[src/rtl/dstwr_pkg.sv]
// ----------------------------------------------------------------------------
// dstwr_pkg
// field widths, status codes and register indexes of the ranging calculator
// ----------------------------------------------------------------------------
`default_nettype none

package dstwr_pkg;

  localparam int TS_FIELD_W = 40;
  localparam int STATUS_W   = 3;
  localparam int FLIGHT_W   = 56;
  localparam int DIST_W     = 20;
  localparam int MAXF_W     = 40;
  localparam int MAXD_W     = 20;
  localparam int SCALE_W    = 32;
  localparam int SCALE_FRAC = 24;
  localparam int CFG_IDX_W  = 2;
  localparam int CFG_DATA_W = 40;

  localparam logic [STATUS_W-1:0] ST_OK       = 3'd0;
  localparam logic [STATUS_W-1:0] ST_ZERO_DEN = 3'd1;
  localparam logic [STATUS_W-1:0] ST_NEG      = 3'd2;
  localparam logic [STATUS_W-1:0] ST_FLIGHT   = 3'd3;
  localparam logic [STATUS_W-1:0] ST_DIST     = 3'd4;

  localparam logic [CFG_IDX_W-1:0] REG_MAX_FLIGHT = 2'd0;
  localparam logic [CFG_IDX_W-1:0] REG_MAX_DIST   = 2'd1;
  localparam logic [CFG_IDX_W-1:0] REG_MM_PER_TICK = 2'd2;

  localparam logic [MAXF_W-1:0]  RST_MAX_FLIGHT  = 40'd1000000000;
  localparam logic [MAXD_W-1:0]  RST_MAX_DIST    = 20'd1000000;
  localparam logic [SCALE_W-1:0] RST_MM_PER_TICK = 32'd78714737;

  typedef struct packed {
    logic zero_den;
    logic neg;
  } dstwr_flags_t;

endpackage

`default_nettype wire

[src/rtl/dstwr_div_cell.sv]
// ----------------------------------------------------------------------------
// dstwr_div_cell
// one restoring division step, one quotient bit per cell
// ----------------------------------------------------------------------------
`default_nettype none

module dstwr_div_cell import dstwr_pkg::*; #(
  parameter int NW = 96,
  parameter int DW = 42
) (
  input  wire logic          clk,
  input  wire logic          rst_n,
  input  wire logic          i_valid,
  output      logic          i_ready,
  input  wire logic [NW-1:0] i_nq,
  input  wire logic [DW-1:0] i_rem,
  input  wire logic [DW-1:0] i_den,
  input  wire dstwr_flags_t  i_flags,
  output      logic          o_valid,
  input  wire logic          o_ready,
  output      logic [NW-1:0] o_nq,
  output      logic [DW-1:0] o_rem,
  output      logic [DW-1:0] o_den,
  output      dstwr_flags_t  o_flags
);

  logic          v_r;
  logic          adv;
  logic [NW-1:0] nq_r;
  logic [DW-1:0] rem_r, den_r;
  dstwr_flags_t  flags_r;
  logic [DW:0]   trial;
  logic          ge;
  logic [DW:0]   rem_nxt;

  assign adv     = !v_r || o_ready;
  assign i_ready = adv;
  assign trial   = {i_rem, i_nq[NW-1]};
  assign ge      = trial >= {1'b0, i_den};
  assign rem_nxt = ge ? trial - {1'b0, i_den} : trial;

  always_ff @(posedge clk) begin
    if (!rst_n) begin
      v_r <= 1'b0;
    end else if (adv) begin
      v_r <= i_valid;
    end
  end

  always_ff @(posedge clk) begin
    if (adv && i_valid) begin
      nq_r    <= {i_nq[NW-2:0], ge};
      rem_r   <= rem_nxt[DW-1:0];
      den_r   <= i_den;
      flags_r <= i_flags;
    end
  end

  assign o_valid = v_r;
  assign o_nq    = nq_r;
  assign o_rem   = rem_r;
  assign o_den   = den_r;
  assign o_flags = flags_r;

endmodule

`default_nettype wire

[config.mk]
export PLATFORM = sky130hd
export DESIGN_NAME = dstwr_div_cell
export DESIGN_NICKNAME = d
export VERILOG_FILES = /design/src/rtl/dstwr_pkg.sv /design/src/rtl/dstwr_div_cell.sv
export SDC_FILE = /design/constraint.sdc
export NUM_CORES = 1
export LEC_CHECK = 0
export ABC_CLOCK_PERIOD_IN_PS = 7300
export BUFFER_PORTS_ARGS = -buffer_cell sky130_fd_sc_hd__buf_2
export CORE_MARGIN = 8
export CORE_UTILIZATION = 50
export CTS_BUF_LIST = sky130_fd_sc_hd__clkbuf_4
export DETAILED_ROUTE_END_ITERATION = 16
export GPL_TIMING_DRIVEN = 1
export PLACE_DENSITY = 0.87
export SLEW_MARGIN = 15
export SYNTH_ARGS = -nofsm -noshare
export SYNTH_HDL_FRONTEND = slang
export SYNTH_SLANG_ARGS = --single-unit
[constraint.sdc]
create_clock -name clk -period 7.3 [get_ports clk]
set_clock_uncertainty 0.05 [all_clocks]
set_input_delay 1.095 -clock clk [delete_from_list [all_inputs] [get_ports clk]]
set_output_delay 1.095 -clock clk [all_outputs]
set_load 0.03 [all_outputs]
# --- Word-level counts from Yosys, hierarchy flattened ---
# Cells that the tools add are included.
# W data, S select, Z words.
classes:
  n_reduce_logical: 3
  magnitude_cmp: 1
  n_addsub: 1
  n_mux: 1
op_table:
  columns: ["cell", "n"]
  rows:
  - ["$ge A43 B42 Y1", 1]
  - ["$mux W42", 1]
  - ["$sub A42 B42 Y42", 1]
  - ["$logic_and A1 B1 Y1", 1]
  - ["$logic_not A1 Y1", 1]
  - ["$logic_or A1 B1 Y1", 1]
word_totals:
  elab_cells: 12
  out_inout_bits: 184
  register_bits: 183
  inputBits: 186

# --- Longest topological paths before layout ---
logic_depth:
  word_depth: 3
  ltp_mapped: 13

# --- Worst setup path after synthesis ---
# Ideal clock, no wire load.
synth_timing:
  path_kind: "input-to-reg"
  from: "input o_ready"
  to: "register den_r[0], in the netlist o_den[0] (enable)"
  n_path_buf: 0
  path_stages: 2
  t_required_ns: 6.687
  arrival_time_ns: 5.620
  slack_ns: 1.067
  cell_sequence: "nand2b_1 > and2_1"
synth_between:
  elab_chain_cells: 2
synth_lines:
  columns: ["element", "line_no", "text"]
  rows:
  - ["start: declaration", "dstwr_div_cell.sv:20", "input wire logic o_ready,"]
  - ["$logic_or A1 B1 Y1", "dstwr_div_cell.sv:36", "assign adv = !v_r || o_ready;"]
  - ["$logic_and A1 B1 Y1", "dstwr_div_cell.sv:51", "if (adv && i_valid) begin"]
  - ["end signal: assignment", "dstwr_div_cell.sv:54", "den_r <= i_den;"]
  - ["end: declaration", "dstwr_div_cell.sv:30", "logic [DW-1:0] rem_r, den_r;"]
# Every way passes these cells.
# A chain may end at the register's enable or synchronous reset.

# --- Final worst setup path ---
layout_timing:
  from: "input i_den[13]"
  to: "register rem_r[15], in the netlist o_rem[15], data pin"
layout_between:
  elab_chain_cells: 2
  word_cells_on_any_way: 3
layout_lines:
  columns: ["element", "line_no", "text"]
  rows:
  - ["start: declaration", "dstwr_div_cell.sv:17", "input wire logic [DW-1:0] i_den,"]
  - ["$sub A42 B42 Y42 or $ge A43 B42 Y1 (tied branches)", "dstwr_div_cell.sv:40, dstwr_div_cell.sv:39", null]
  - ["$mux W42 *", "dstwr_div_cell.sv:40", "assign rem_nxt = ge ? trial - {1'b0, i_den} : trial;"]
  - ["net rem_nxt[15]", "dstwr_div_cell.sv:34", "logic [DW:0] rem_nxt;"]
  - ["end signal: assignment", "dstwr_div_cell.sv:53", "rem_r <= rem_nxt[DW-1:0];"]
  - ["end: declaration", "dstwr_div_cell.sv:30", null]
# Mark *: on every way through the listed nets, which the timed path passes. The rest lies on a longest branch.

==> results.py <==
metrics = {
    "run_status": {
        "status": "complete, no violations",
    },
    "clock_tree": {
        "clkSinkCount": 183,
        "clk_pin_slew_ps": 160,
        "cts_tree": "done",
        "postCtsSetupRepairBufs": 0,
        "cts_buffers": 17,
        "postCtsHoldBufs": 0,
        "htree_levels": 4,
        "cts_root_buf": "clkbuf_4",
        "cts_resized": 0,
        "clkLatencyLatePin_ps": 560,
        "cts_buffer_depth": 2,
    },
    "route": {
        "via_per_inst": 5.32,
        "drtPass1Iterations": 5,
        "final_antenna_net_count": 0,
        "drcViolationCount": 0,
        "wirelength_um": 26400,
        "dr_total_vias": 6861,
        "wl_per_cell_um": 20.5,
        "drt_iter0_markers": 408,
    },
    "sta": {
        "setup-tns-final_ps": 0,
        "hold_violations": 0,
        "fmax_mhz": 247,
        "drv_slew": 0,
        "setup_violations": 0,
        "period_needed_ps": 4050,
        "worstMarginPinSlew_ps": 1090,
        "finalCritPeriodShare": 0.554,
        "maxSlewHeadroom": 0.275,
        "grt_setup_unrepaired": "false",
    },
    "global_route": {
        "grt-ovfl-total": 0,
        "antenna_found_initial": 5,
        "grt_pass1_vias": 6743,
        "grt_usage": 0.236,
        "grt_first_pass_wirelength_um": 39200,
        "grt_max_degree": 85,
    },
    "cells_and_area": {
        "multi_input_area_um2": 2800,
        "drive_gt1_frac": 0.397,
        "fin_nets": 1276,
        "seq_area_um2": 5490,
        "layout_commonest_cell": "buf_2",
        "fillers": 1346,
        "final_cell_mix": "buf_2 (369), edfxtp_1 (182), a21oi_1 (67), nor2_1 (65), inv_1 (61)",
        "final_area_um2": 11000,
        "area_growth_pct": 27.2,
    },
    "die": {
        "rows": 48,
        "core_um2": 17100,
        "io_pins": 370,
        "die_w_um": 147,
        "floorplan.initialDensity": 0.505,
        "die-area_um2": 21700,
        "fp.dieH_um": 147,
    },
    "synthesis": {
        "synth.distinct_cells": 64,
        "seq_area_frac_synth": 0.637,
        "synthesis.area_um2": 8620,
        "synth_edf_count": 182,
        "synth_nets": 907,
        "synth_area_per_cell_um2": 12.7,
        "synth_warnings": 0,
        "synth_flop_cell": "edfxtp_1",
        "ys_ff_latch": 183,
        "synth_cells": 678,
        "synthArstFlopShare": 0,
    },
    "critical_path": {
        "regToRegSetupSlack_ps": 4660,
        "crit_path_max_fanout": 72,
        "max_stage_delay_ps": 610,
        "cp_data_arrival_time_ps": 4320,
        "worstSetupPathType": "primary input to register",
        "rr_worst_depth": 3,
        "reg2reg_from": "o_valid",
        "cp_cell_sequence": "buf_2 > inv_1 > ha_1 > nand2_2 > o21a_1 > o31a_1 > o41a_1 > a311oi_1 > or3b_2 > buf_4 > nor4b_1 > nor3_1",
        "r2r-end": "o_nq[0]",
        "cp.depth": 12,
        "cp_num_buf_inv": 3,
        "end_kind": "register",
        "path_delay_family": "compound AO/OA/AOI/OAI gates",
        "slowest_stage": "buf_4",
        "startpoint_type": "primary input",
        "critPathRequiredTime_ps": 7580,
    },
    "pwr": {
        "power_density_nw_per_um2": 222,
        "p_leak_nw": 4.95,
        "p_int_mw": 1.62,
        "pwr-share-comb": 0.250,
        "power_switching_mw": 0.817,
        "seqPwrFrac": 0.524,
        "irDropWorstVdd_uv": 102,
        "switching_share": 0.336,
        "p_clk_frac": 0.226,
    },
    "flow_run": {
        "max_cap_viol_count": 0,
    },
    "worst_hold_path": {
        "hold_depth": 2,
        "min_path_type": "register to register",
        "hold_path_startpoint": "o_valid",
        "min_to": "o_valid",
    },
    "placed_design": {
        "gp_congestion": 0.911,
        "io_buffers": 369,
        "place_area_um2": 10700,
        "hpwl_um": 21400,
    },
}
==> synthesized netlist by cell type (all sizes together) (3+ instances only) <==
cell type / n / area share
buf: 9 / 0.0061
nand4: 15 / 0.011
edfxtp: 182 / 0.63
mux2: 8 / 0.010
a31oi: 4 / 0.0029
inv: 61 / 0.027
a211oi: 5 / 0.0044
a21oi: 67 / 0.039
and4: 3 / 0.0030
o211ai: 5 / 0.0049
xnor2: 19 / 0.019
o21ai: 16 / 0.0093
a21o: 22 / 0.019
nor4b: 3 / 0.0030
nand2b: 5 / 0.0036
o21bai: 9 / 0.0078
ha: 42 / 0.061
nor2: 65 / 0.028
a211o: 4 / 0.0041
nor3: 12 / 0.0076
xor2: 12 / 0.012
nor4: 6 / 0.0044
nand3: 8 / 0.0046
o211a: 5 / 0.0058
clkbuf: 13 / 0.0058
nand2: 32 / 0.014
o21a: 7 / 0.0061
==> per-stage QoR <==
stage	hold slack (ps)	total power, mW	setup slack (ps)	utilization	instances
6_report	513	2.43	3250	0.643	1289
5_1_grt	565	2.53	2960	0.642	1285
4_1_cts	520	2.45	3310	0.642	1285
3_5_place_dp	507	1.91	2660	0.625	1253
3_3_place_gp	468	1.89	2830	0.625	1253
2_1_floorplan	835	1.72	1070	-	678
==> worst max-delay path by stage <==
| stage | slack (ps) | endpoint | startpoint |
|---|---|---|---|
| after floorplan | 1070 | o_den[0] | o_ready |
| after global placement | 2830 | o_rem[38] | i_den[15] |
| after detailed placement | 2660 | o_rem[29] | i_den[1] |
| after CTS | 3310 | o_rem[29] | i_den[13] |
| after global routing | 2960 | o_rem[15] | i_den[1] |
| final | 3250 | o_rem[15] | i_den[13] |
==> final cells by class <==
class / count / area share
Antenna cell: 4 / 0.000913
Sequential cell: 183 / 0.500
Clock buffer: 17 / 0.0116
Timing Repair Buffer: 372 / 0.171
Clock inverter: 15 / 0.0142
Tap cell: 225 / 0.0257
Multi-Input combinational cell: 412 / 0.256
Inverter: 61 / 0.0209
==> sequential cells by signal, indices dropped and copies added, names as in the netlist <==
| name | cells |
|---|---|
| o_nq | 96 |
| o_den | 42 |
| o_rem | 42 |
| o_valid | 1 |
| o_flags | 2 |
==> power groups by stage <==
stage | registers (mW) | logic [mW] | clock network, mW
2_1_floorplan | 1.46 | 0.251 | 0
3_3_place_gp | 1.30 | 0.596 | 0
3_5_place_dp | 1.30 | 0.608 | 0
4_1_cts | 1.28 | 0.611 | 0.565
5_1_grt | 1.28 | 0.655 | 0.597
6_report | 1.27 | 0.609 | 0.550
==> layer usage <==
metal / global-route usage / vias up / routed length (µm)
met1: 0.262 / 3242 / 9660
met3: 0.0738 / 36 / 2370
met4: 0.0653 / 8 / 472
met2: 0.425 / 294 / 13900
met5: 0 / - / 51
li1: - / 3281 / -
==> worst min-delay path, delay by kind of cell (launching register included) <==
kind	cells	cell delay [ps]
and+or+nand+nor	1	100
AOI/OAI and AO/OA	1	100
DFF	1	340
==> cell families after synthesis <==
logic type	after synthesis	share of synthesized area
buffers and inverters	83	0.0385
AND/OR/NAND/NOR	162	0.0909
AO/OA/AOI/OAI	168	0.129
multiplexers	8	0.0105
flip-flops	183	0.637
XOR/XNOR	31	0.0315
adder cells (fa/ha/maj)	43	0.0633
Note: power is estimated with default switching activity, not from simulation.
