--- src/rtl/dstwr_pkg.sv ---
// ----------------------------------------------------------------------------
// dstwr_pkg
// field widths, status codes and register indexes of the ranging calculator
// ----------------------------------------------------------------------------
`default_nettype none

package dstwr_pkg;

  localparam int TS_FIELD_W = 40;
  localparam int STATUS_W   = 3;
  localparam int FLIGHT_W   = 56;
  localparam int DIST_W     = 20;
  localparam int MAXF_W     = 40;
  localparam int MAXD_W     = 20;
  localparam int SCALE_W    = 32;
  localparam int SCALE_FRAC = 24;
  localparam int CFG_IDX_W  = 2;
  localparam int CFG_DATA_W = 40;

  localparam logic [STATUS_W-1:0] ST_OK       = 3'd0;
  localparam logic [STATUS_W-1:0] ST_ZERO_DEN = 3'd1;
  localparam logic [STATUS_W-1:0] ST_NEG      = 3'd2;
  localparam logic [STATUS_W-1:0] ST_FLIGHT   = 3'd3;
  localparam logic [STATUS_W-1:0] ST_DIST     = 3'd4;

  localparam logic [CFG_IDX_W-1:0] REG_MAX_FLIGHT = 2'd0;
  localparam logic [CFG_IDX_W-1:0] REG_MAX_DIST   = 2'd1;
  localparam logic [CFG_IDX_W-1:0] REG_MM_PER_TICK = 2'd2;

  localparam logic [MAXF_W-1:0]  RST_MAX_FLIGHT  = 40'd1000000000;
  localparam logic [MAXD_W-1:0]  RST_MAX_DIST    = 20'd1000000;
  localparam logic [SCALE_W-1:0] RST_MM_PER_TICK = 32'd78714737;

  typedef struct packed {
    logic zero_den;
    logic neg;
  } dstwr_flags_t;

endpackage

`default_nettype wire

--- src/rtl/dstwr_back.sv ---
// ----------------------------------------------------------------------------
// dstwr_back
// flight limit check, split distance product, range check, output register
// ----------------------------------------------------------------------------
`default_nettype none

module dstwr_back import dstwr_pkg::*; #(
  parameter int TSB = 40,
  parameter int FB  = 16,
  parameter int NW  = 2 * TSB + FB,
  parameter int DW  = TSB + 2
) (
  input  wire logic                clk,
  input  wire logic                rst_n,
  input  wire logic                i_valid,
  output      logic                i_ready,
  input  wire logic [NW-1:0]       i_quo,
  input  wire logic [DW-1:0]       i_rem,
  input  wire dstwr_flags_t        i_flags,
  input  wire logic [MAXF_W-1:0]   max_flight,
  input  wire logic [MAXD_W-1:0]   max_dist,
  input  wire logic [SCALE_W-1:0]  mm_per_tick,
  output      logic                o_valid,
  input  wire logic                o_ready,
  output      logic [STATUS_W-1:0] o_status,
  output      logic [FLIGHT_W-1:0] o_flight,
  output      logic [DIST_W-1:0]   o_dist
);

  localparam int LW  = MAXF_W + FB;
  localparam int QH  = (LW + 1) / 2;
  localparam int QU  = LW - QH;
  localparam int PW  = LW + SCALE_W;
  localparam int SH  = FB + SCALE_FRAC;
  localparam int DXW = PW - SH;

  logic v1_r, v2_r;
  logic adv1, adv2;

  logic [LW-1:0] ql;
  logic [LW-1:0] limit;
  logic          over;

  logic [STATUS_W-1:0]   st1_r;
  logic [LW-1:0]         ql_r;
  logic [QH+SCALE_W-1:0] pl_r;
  logic [QU+SCALE_W-1:0] ph_r;

  logic [PW-1:0]       prod;
  logic [DXW-1:0]      mm_full;
  logic [STATUS_W-1:0] st_nxt;

  logic [STATUS_W-1:0] st_r;
  logic [FLIGHT_W-1:0] flight_r;
  logic [DIST_W-1:0]   dist_r;

  assign adv2    = !v2_r || o_ready;
  assign adv1    = !v1_r || adv2;
  assign i_ready = adv1;

  assign ql    = i_quo[LW-1:0];
  assign limit = LW'(max_flight) << FB;
  assign over  = (|i_quo[NW-1:LW]) || (ql > limit) || ((ql == limit) && (i_rem != '0));

  assign prod    = PW'(pl_r) + (PW'(ph_r) << QH);
  assign mm_full = prod[PW-1:SH];

  always_comb begin
    st_nxt = st1_r;
    if (st1_r == ST_OK && ((mm_full >> DIST_W) != '0 || mm_full[DIST_W-1:0] > max_dist)) begin
      st_nxt = ST_DIST;
    end
  end

  always_ff @(posedge clk) begin
    if (!rst_n) begin
      v1_r <= 1'b0;
      v2_r <= 1'b0;
    end else begin
      if (adv1) v1_r <= i_valid;
      if (adv2) v2_r <= v1_r;
    end
  end

  always_ff @(posedge clk) begin
    if (adv1 && i_valid) begin
      if (i_flags.zero_den) begin
        st1_r <= ST_ZERO_DEN;
      end else if (i_flags.neg) begin
        st1_r <= ST_NEG;
      end else if (over) begin
        st1_r <= ST_FLIGHT;
      end else begin
        st1_r <= ST_OK;
      end
      ql_r <= ql;
      pl_r <= (QH+SCALE_W)'(ql[QH-1:0]) * (QH+SCALE_W)'(mm_per_tick);
      ph_r <= (QU+SCALE_W)'(ql[LW-1:QH]) * (QU+SCALE_W)'(mm_per_tick);
    end
    if (adv2 && v1_r) begin
      st_r <= st_nxt;
      if (st_nxt == ST_OK) begin
        flight_r <= FLIGHT_W'(ql_r);
        dist_r   <= mm_full[DIST_W-1:0];
      end else begin
        flight_r <= '0;
        dist_r   <= '0;
      end
    end
  end

  assign o_valid  = v2_r;
  assign o_status = st_r;
  assign o_flight = flight_r;
  assign o_dist   = dist_r;

endmodule

`default_nettype wire

--- config.mk ---
export PLATFORM = sky130hd
export DESIGN_NAME = dstwr_back
export DESIGN_NICKNAME = d
export VERILOG_FILES = /design/src/rtl/dstwr_pkg.sv /design/src/rtl/dstwr_back.sv
export SDC_FILE = /design/constraint.sdc
export NUM_CORES = 2
export LEC_CHECK = 0
export BUFFER_PORTS_ARGS = -buffer_cell sky130_fd_sc_hd__buf_4
export CELL_PAD_IN_SITES_DETAIL_PLACEMENT = 2
export CELL_PAD_IN_SITES_GLOBAL_PLACEMENT = 2
export CORE_MARGIN = 3
export CORE_UTILIZATION = 42
export CTS_BUF_LIST = sky130_fd_sc_hd__clkbuf_2
export CTS_CLUSTER_DIAMETER = 40
export DETAILED_ROUTE_END_ITERATION = 7
export PLACE_DENSITY_LB_ADDON = 0.1
export REMOVE_ABC_BUFFERS = 1
export SLEW_MARGIN = 20
export SYNTH_ARGS = -nofsm -noshare
export SYNTH_HDL_FRONTEND = slang
export SYNTH_SLANG_ARGS = --single-unit
--- constraint.sdc ---
create_clock -name clk -period 13.3 [get_ports clk]
set_input_delay 3.325 -clock clk [delete_from_list [all_inputs] [get_ports clk]]
set_output_delay 3.325 -clock clk [all_outputs]
set_load 0.05 [all_outputs]
==> Yosys cells after proc, flatten, opt, wreduce, memory -nomap -nowiden <==
Cells that the tools add are included.
{ "word_totals": {"wordCells": 36, "out_inout_bits": 81, "ff_bits": 260} }
{ "classes": {"reduce_logical": 17, "n_eq_ne": 1, "add_sub_neg": 1, "mul": 2, "magnitude_cmp": 2, "muxes": 3} }
{ "op_table": {"columns": ["cell", "n"], "rows": [
  ["$mul A28 B32 Y60", 2],
  ["$add A60 B88 Y88", 1],
  ["$eq A56 B56 Y1", 1],
  ["$gt A56 B56 Y1", 1],
  ["$reduce_bool A48 Y1", 1],
  ["$reduce_bool A42 Y1", 1],
  ["$reduce_or A40 Y1", 1],
  ["$gt A20 B20 Y1", 1],
  ["$logic_not A3 Y1", 2],
  ["$logic_or A1 B1 Y1", 5],
  ["$logic_and A1 B1 Y1", 4],
  ["$mux W2", 2],
  ["$mux W3", 1],
  ["$logic_not A1 Y1", 2],
  ["$reduce_or A2 Y1", 1]
]} }

==> Longest topological paths before layout <==
{ "depth": {"ltp_word": 6, "ltp_mapped": 30} }

==> Worst setup path after synthesis <==
OpenSTA, ideal clock, no wires.
{ "synth_path": {"path_type": "input to register", "startpoint": "input mm_per_tick[26]", "endpoint": "register ph_r[56] (data pin)", "setup_ns": 0.262, "setup_slack_ns": 2.954, "path_stages": 28, "n_path_buf": 2, "t_arrival_ns": 10.084, "cell_sequence": "clkbuf_1 > clkbuf_1 > nand2_1 > fa_1 > inv_1 > fa_1 > fa_1 > inv_1 > fa_1 > inv_1 > fa_1 > fa_1 > inv_1 > fa_1 > inv_1 > ha_1 > a21oi_1 > o21ai_0 > a2111oi_0 > o31ai_1 > o21a_1 > a41oi_1 > o21ai_0 > a211o_1 > a41o_1 > nor2_1 > a21oi_1 > xor2_1"} }
{ "synth_between": {"elab_chain_len": 1} }
{ "synth_rtl": {"columns": ["item", "line_no", "rtl"], "rows": [
  ["from (decl)", "dstwr_back.sv:22", "input wire logic [SCALE_W-1:0] mm_per_tick,"],
  ["$mul A28 B32 Y60", "dstwr_back.sv:98", "ph_r <= (QU+SCALE_W)'(ql[LW-1:QH]) * (QU+SCALE_W)'(mm_per_tick);"],
  ["to (signal assigned)", "dstwr_back.sv:98", null],
  ["to (decl)", "dstwr_back.sv:47", "logic [QU+SCALE_W-1:0] ph_r;"]
]} }
No other way between the ends.
A chain may end at the register's enable or synchronous reset.

==> Worst setup path in the final report <==
{ "layout_path": {"startpoint": "input mm_per_tick[16]", "endpoint": "register ph_r[55] (data pin)"} }
The elaborated chain is that of the path after synthesis.

==> impl_metrics.py <==
metrics = {
    "final_layout": {
        "final_cell_mix": "inv_1 (1852), fa_1 (1555), and2_1 (992)",
        "drive_above_1_share_pct": 6.761,
        "nets": 9749,
        "syn_to_final_growth_pct": 7.124,
        "mostFrequentLayoutCell": "inv_1",
        "num-fill-cells": 17540,
    },
    "cts": {
        "post_cts_buffers": 0,
        "cts.clk_slew.worst_paths_ns": 0.11,
        "clockBufferDepth": 3,
        "cts-htree-levels": 3,
        "tritoncts": "yes",
        "hold_buffers": 0,
        "ctsResizeCount": 0,
        "numClockSinks": 231,
        "clkLatencyLatePin_ns": 1.29,
        "cts_root_buf": "clkbuf_2",
        "cts_inserted_buffers": 76,
    },
    "detailed_routing": {
        "drtAntennaViolNets": 0,
        "routed_wl_microns": 247800,
        "drc": 0,
        "first_iter_violations": 2637,
        "wl_per_cell_microns": 25.60,
        "num_vias": 51200,
        "routed_via_density": 5.291,
        "first_pass_iters": 5,
    },
    "grt": {
        "overflow": 0,
        "grtUsageTotal_pct": 30.34,
        "grt_max_degree": 80,
        "antenna_found_initial": 21,
        "grt_pass1_vias": 62020,
        "grt_pass1_wl_microns": 382100,
    },
    "synth": {
        "ys_seq_area_share_pct": 10.12,
        "synth_ff_type": "edfxtp_1",
        "ys_ff_latch": 231,
        "ys_warn_count": 0,
        "yosysTopAreaCell": "fa_1",
        "synthArstFlopShare_pct": 0,
        "synth_cell_types": 69,
        "netlist_area_sq_um": 68360,
        "yosys-top-cells-area": "fa_1 (46%), inv_1 (10%), edfxtp_1 (10%), ha_1 (9.4%), and2_1 (9.1%)",
        "yosysTopAreaCellShare_pct": 45.54,
        "netlist_instances": 7376,
        "syn_area_per_cell_sq_um": 9.268,
        "synth_edf_count": 229,
    },
    "setup_path": {
        "regToRegEndpoint": "o_flight[17]",
        "crit_required_ns": 14.22,
        "critPathKind": "input port to register",
        "rrSetupSlack_ns": 6.21,
        "cp.arrival_ns": 11.94,
        "worstPathMaxFanout": 41,
        "timing.rr.start": "pl_r[30]",
        "ff2ff_path_depth": 20,
        "crit_path_end_kind": "register",
        "crit_path_start": "mm_per_tick[16]",
        "cp-start-kind": "input port",
    },
    "placed_design": {
        "numPortBuffers": 316,
        "place_congestion": 0.8617,
        "hpwl_microns": 190000,
    },
    "timing": {
        "drv_slew": 0,
        "hold_viol_final": 0,
        "fmax_mhz": 90.77,
        "max_slew_margin_pct": 29.12,
        "hold_slack_ns": 0.4046,
        "setup_tns_ns": 0,
        "worstMarginPinSlew_ns": 1.036,
        "layout_min_cycle_time_ns": 11.02,
        "setup-violations-final": 0,
        "fin_skew_ns": 0.1708,
        "post-route-period-util_pct": 82.83,
        "rsz0062_at_grt": "no",
    },
    "hold_path": {
        "hold_end": "o_flight[26]",
        "min_path_cells": 1,
        "worstHoldStart": "ql_r[26]",
        "hold_path_class": "register to register",
    },
    "floorplanning": {
        "start_util_pct": 42.43,
        "ioPinCount": 317,
        "fp.dieH_microns": 409.4,
        "die_w_microns": 409.4,
        "rows": 147,
        "dieArea_sq_um": 167600,
        "core_sq_um": 161100,
    },
    "run_status": {
        "status": "finished clean",
    },
    "run": {
        "maxCapViolCount": 0,
    },
}
logic make-up after synthesis:
family | after synthesis | share of synthesized area, %
multiplexers | 3 | 0.04393
adder cells (fa/ha/maj) | 2070 | 54.96
flip-flops | 231 | 10.12
AO/OA/AOI/OAI | 435 | 4.073
AND/OR/NAND/NOR | 2299 | 17.14
XOR/XNOR | 105 | 1.345
buffers and inverters | 2233 | 12.32
stage by stage:
stage / area, sq um / util, % / setup slack, ns / cells
final: 73230 / 45.45 / 2.283 / 9678
after global routing: 73190 / 45.43 / 1.965 / 9662
after CTS: 73180 / 45.42 / 2.568 / 9659
after detailed placement: 72410 / 44.94 / 1.280 / 9525
after global placement: 72410 / 44.94 / 1.370 / 9525
after floorplan: 66890 / - / 3.437 / 6995
worst max path at each step:
stage	end	slack, ns
2_1_floorplan	ph_r[56]	3.44
3_3_place_gp	ph_r[55]	1.37
3_5_place_dp	ph_r[55]	1.28
4_1_cts	ph_r[55]	2.57
5_1_grt	ph_r[55]	1.96
6_report	ph_r[55]	2.28
cells in the mapped netlist (all sizes together) (16+ instances only):
library cell	instances
nand4	38
ha	515
and2	993
nor3	30
xnor2	67
edfxtp	229
a21o	73
nand2b	24
buf	20
o21bai	16
a21oi	144
nand2	974
fa	1555
clkbuf	361
o21ai	86
nand3	28
nor4	27
inv	1852
xor2	38
nor2	94
nor2b	39
layer usage:
layer  share of wire, %  GRT usage (%)  up-vias
li1                   -              -    21770
met1                 41          38.12    27750
met2                 51          54.01     1317
met5              0.014              0        -
met3                4.9          4.072      360
met4                3.3          9.494        6
layout make-up:
class                      instances  area, sq um  share of cell area [%]
sequential                       231         6917                   9.445
antenna                           19        47.55                 0.06493
inverter                        1852         6952                   9.493
timing repair buffer             370         2806                   3.832
multi-input combinational       4912        53040                   72.43
clock buffer                     103        515.5                  0.7039
clock inverter                    31        251.5                  0.3434
tap                             2160         2703                   3.691
critical path, stage by stage:
cell      delay, ns
buf_4          0.61
buf_4          0.40
and2_1         0.20
fa_1           0.42
fa_1           0.51
fa_1           0.52
inv_1          0.05
fa_1           0.48
inv_1          0.07
fa_1           0.50
fa_1           0.55
inv_1          0.05
fa_1           0.47
inv_1          0.04
ha_1           0.35
a21o_1         0.18
a21oi_1        0.22
o221ai_1       0.22
o21ai_0        0.56
o21ai_0        0.17
buf_4          0.18
a21oi_1        0.43
o21ai_0        0.28
a211oi_1       0.53
nor2_1         0.20
o311ai_0       0.39
sequential cells by signal, summed over array words and instances (netlist names):
name and flops:
o_status 3, o_flight 56, o_dist 20, pl_r 32, v1_r 1, ph_r 60
o_valid 1, ql_r 56, st1_r 2
Power is left out: the tool's default activity adds up to more than one toggle a clock period on the data nets, which glitch-free logic cannot reach.
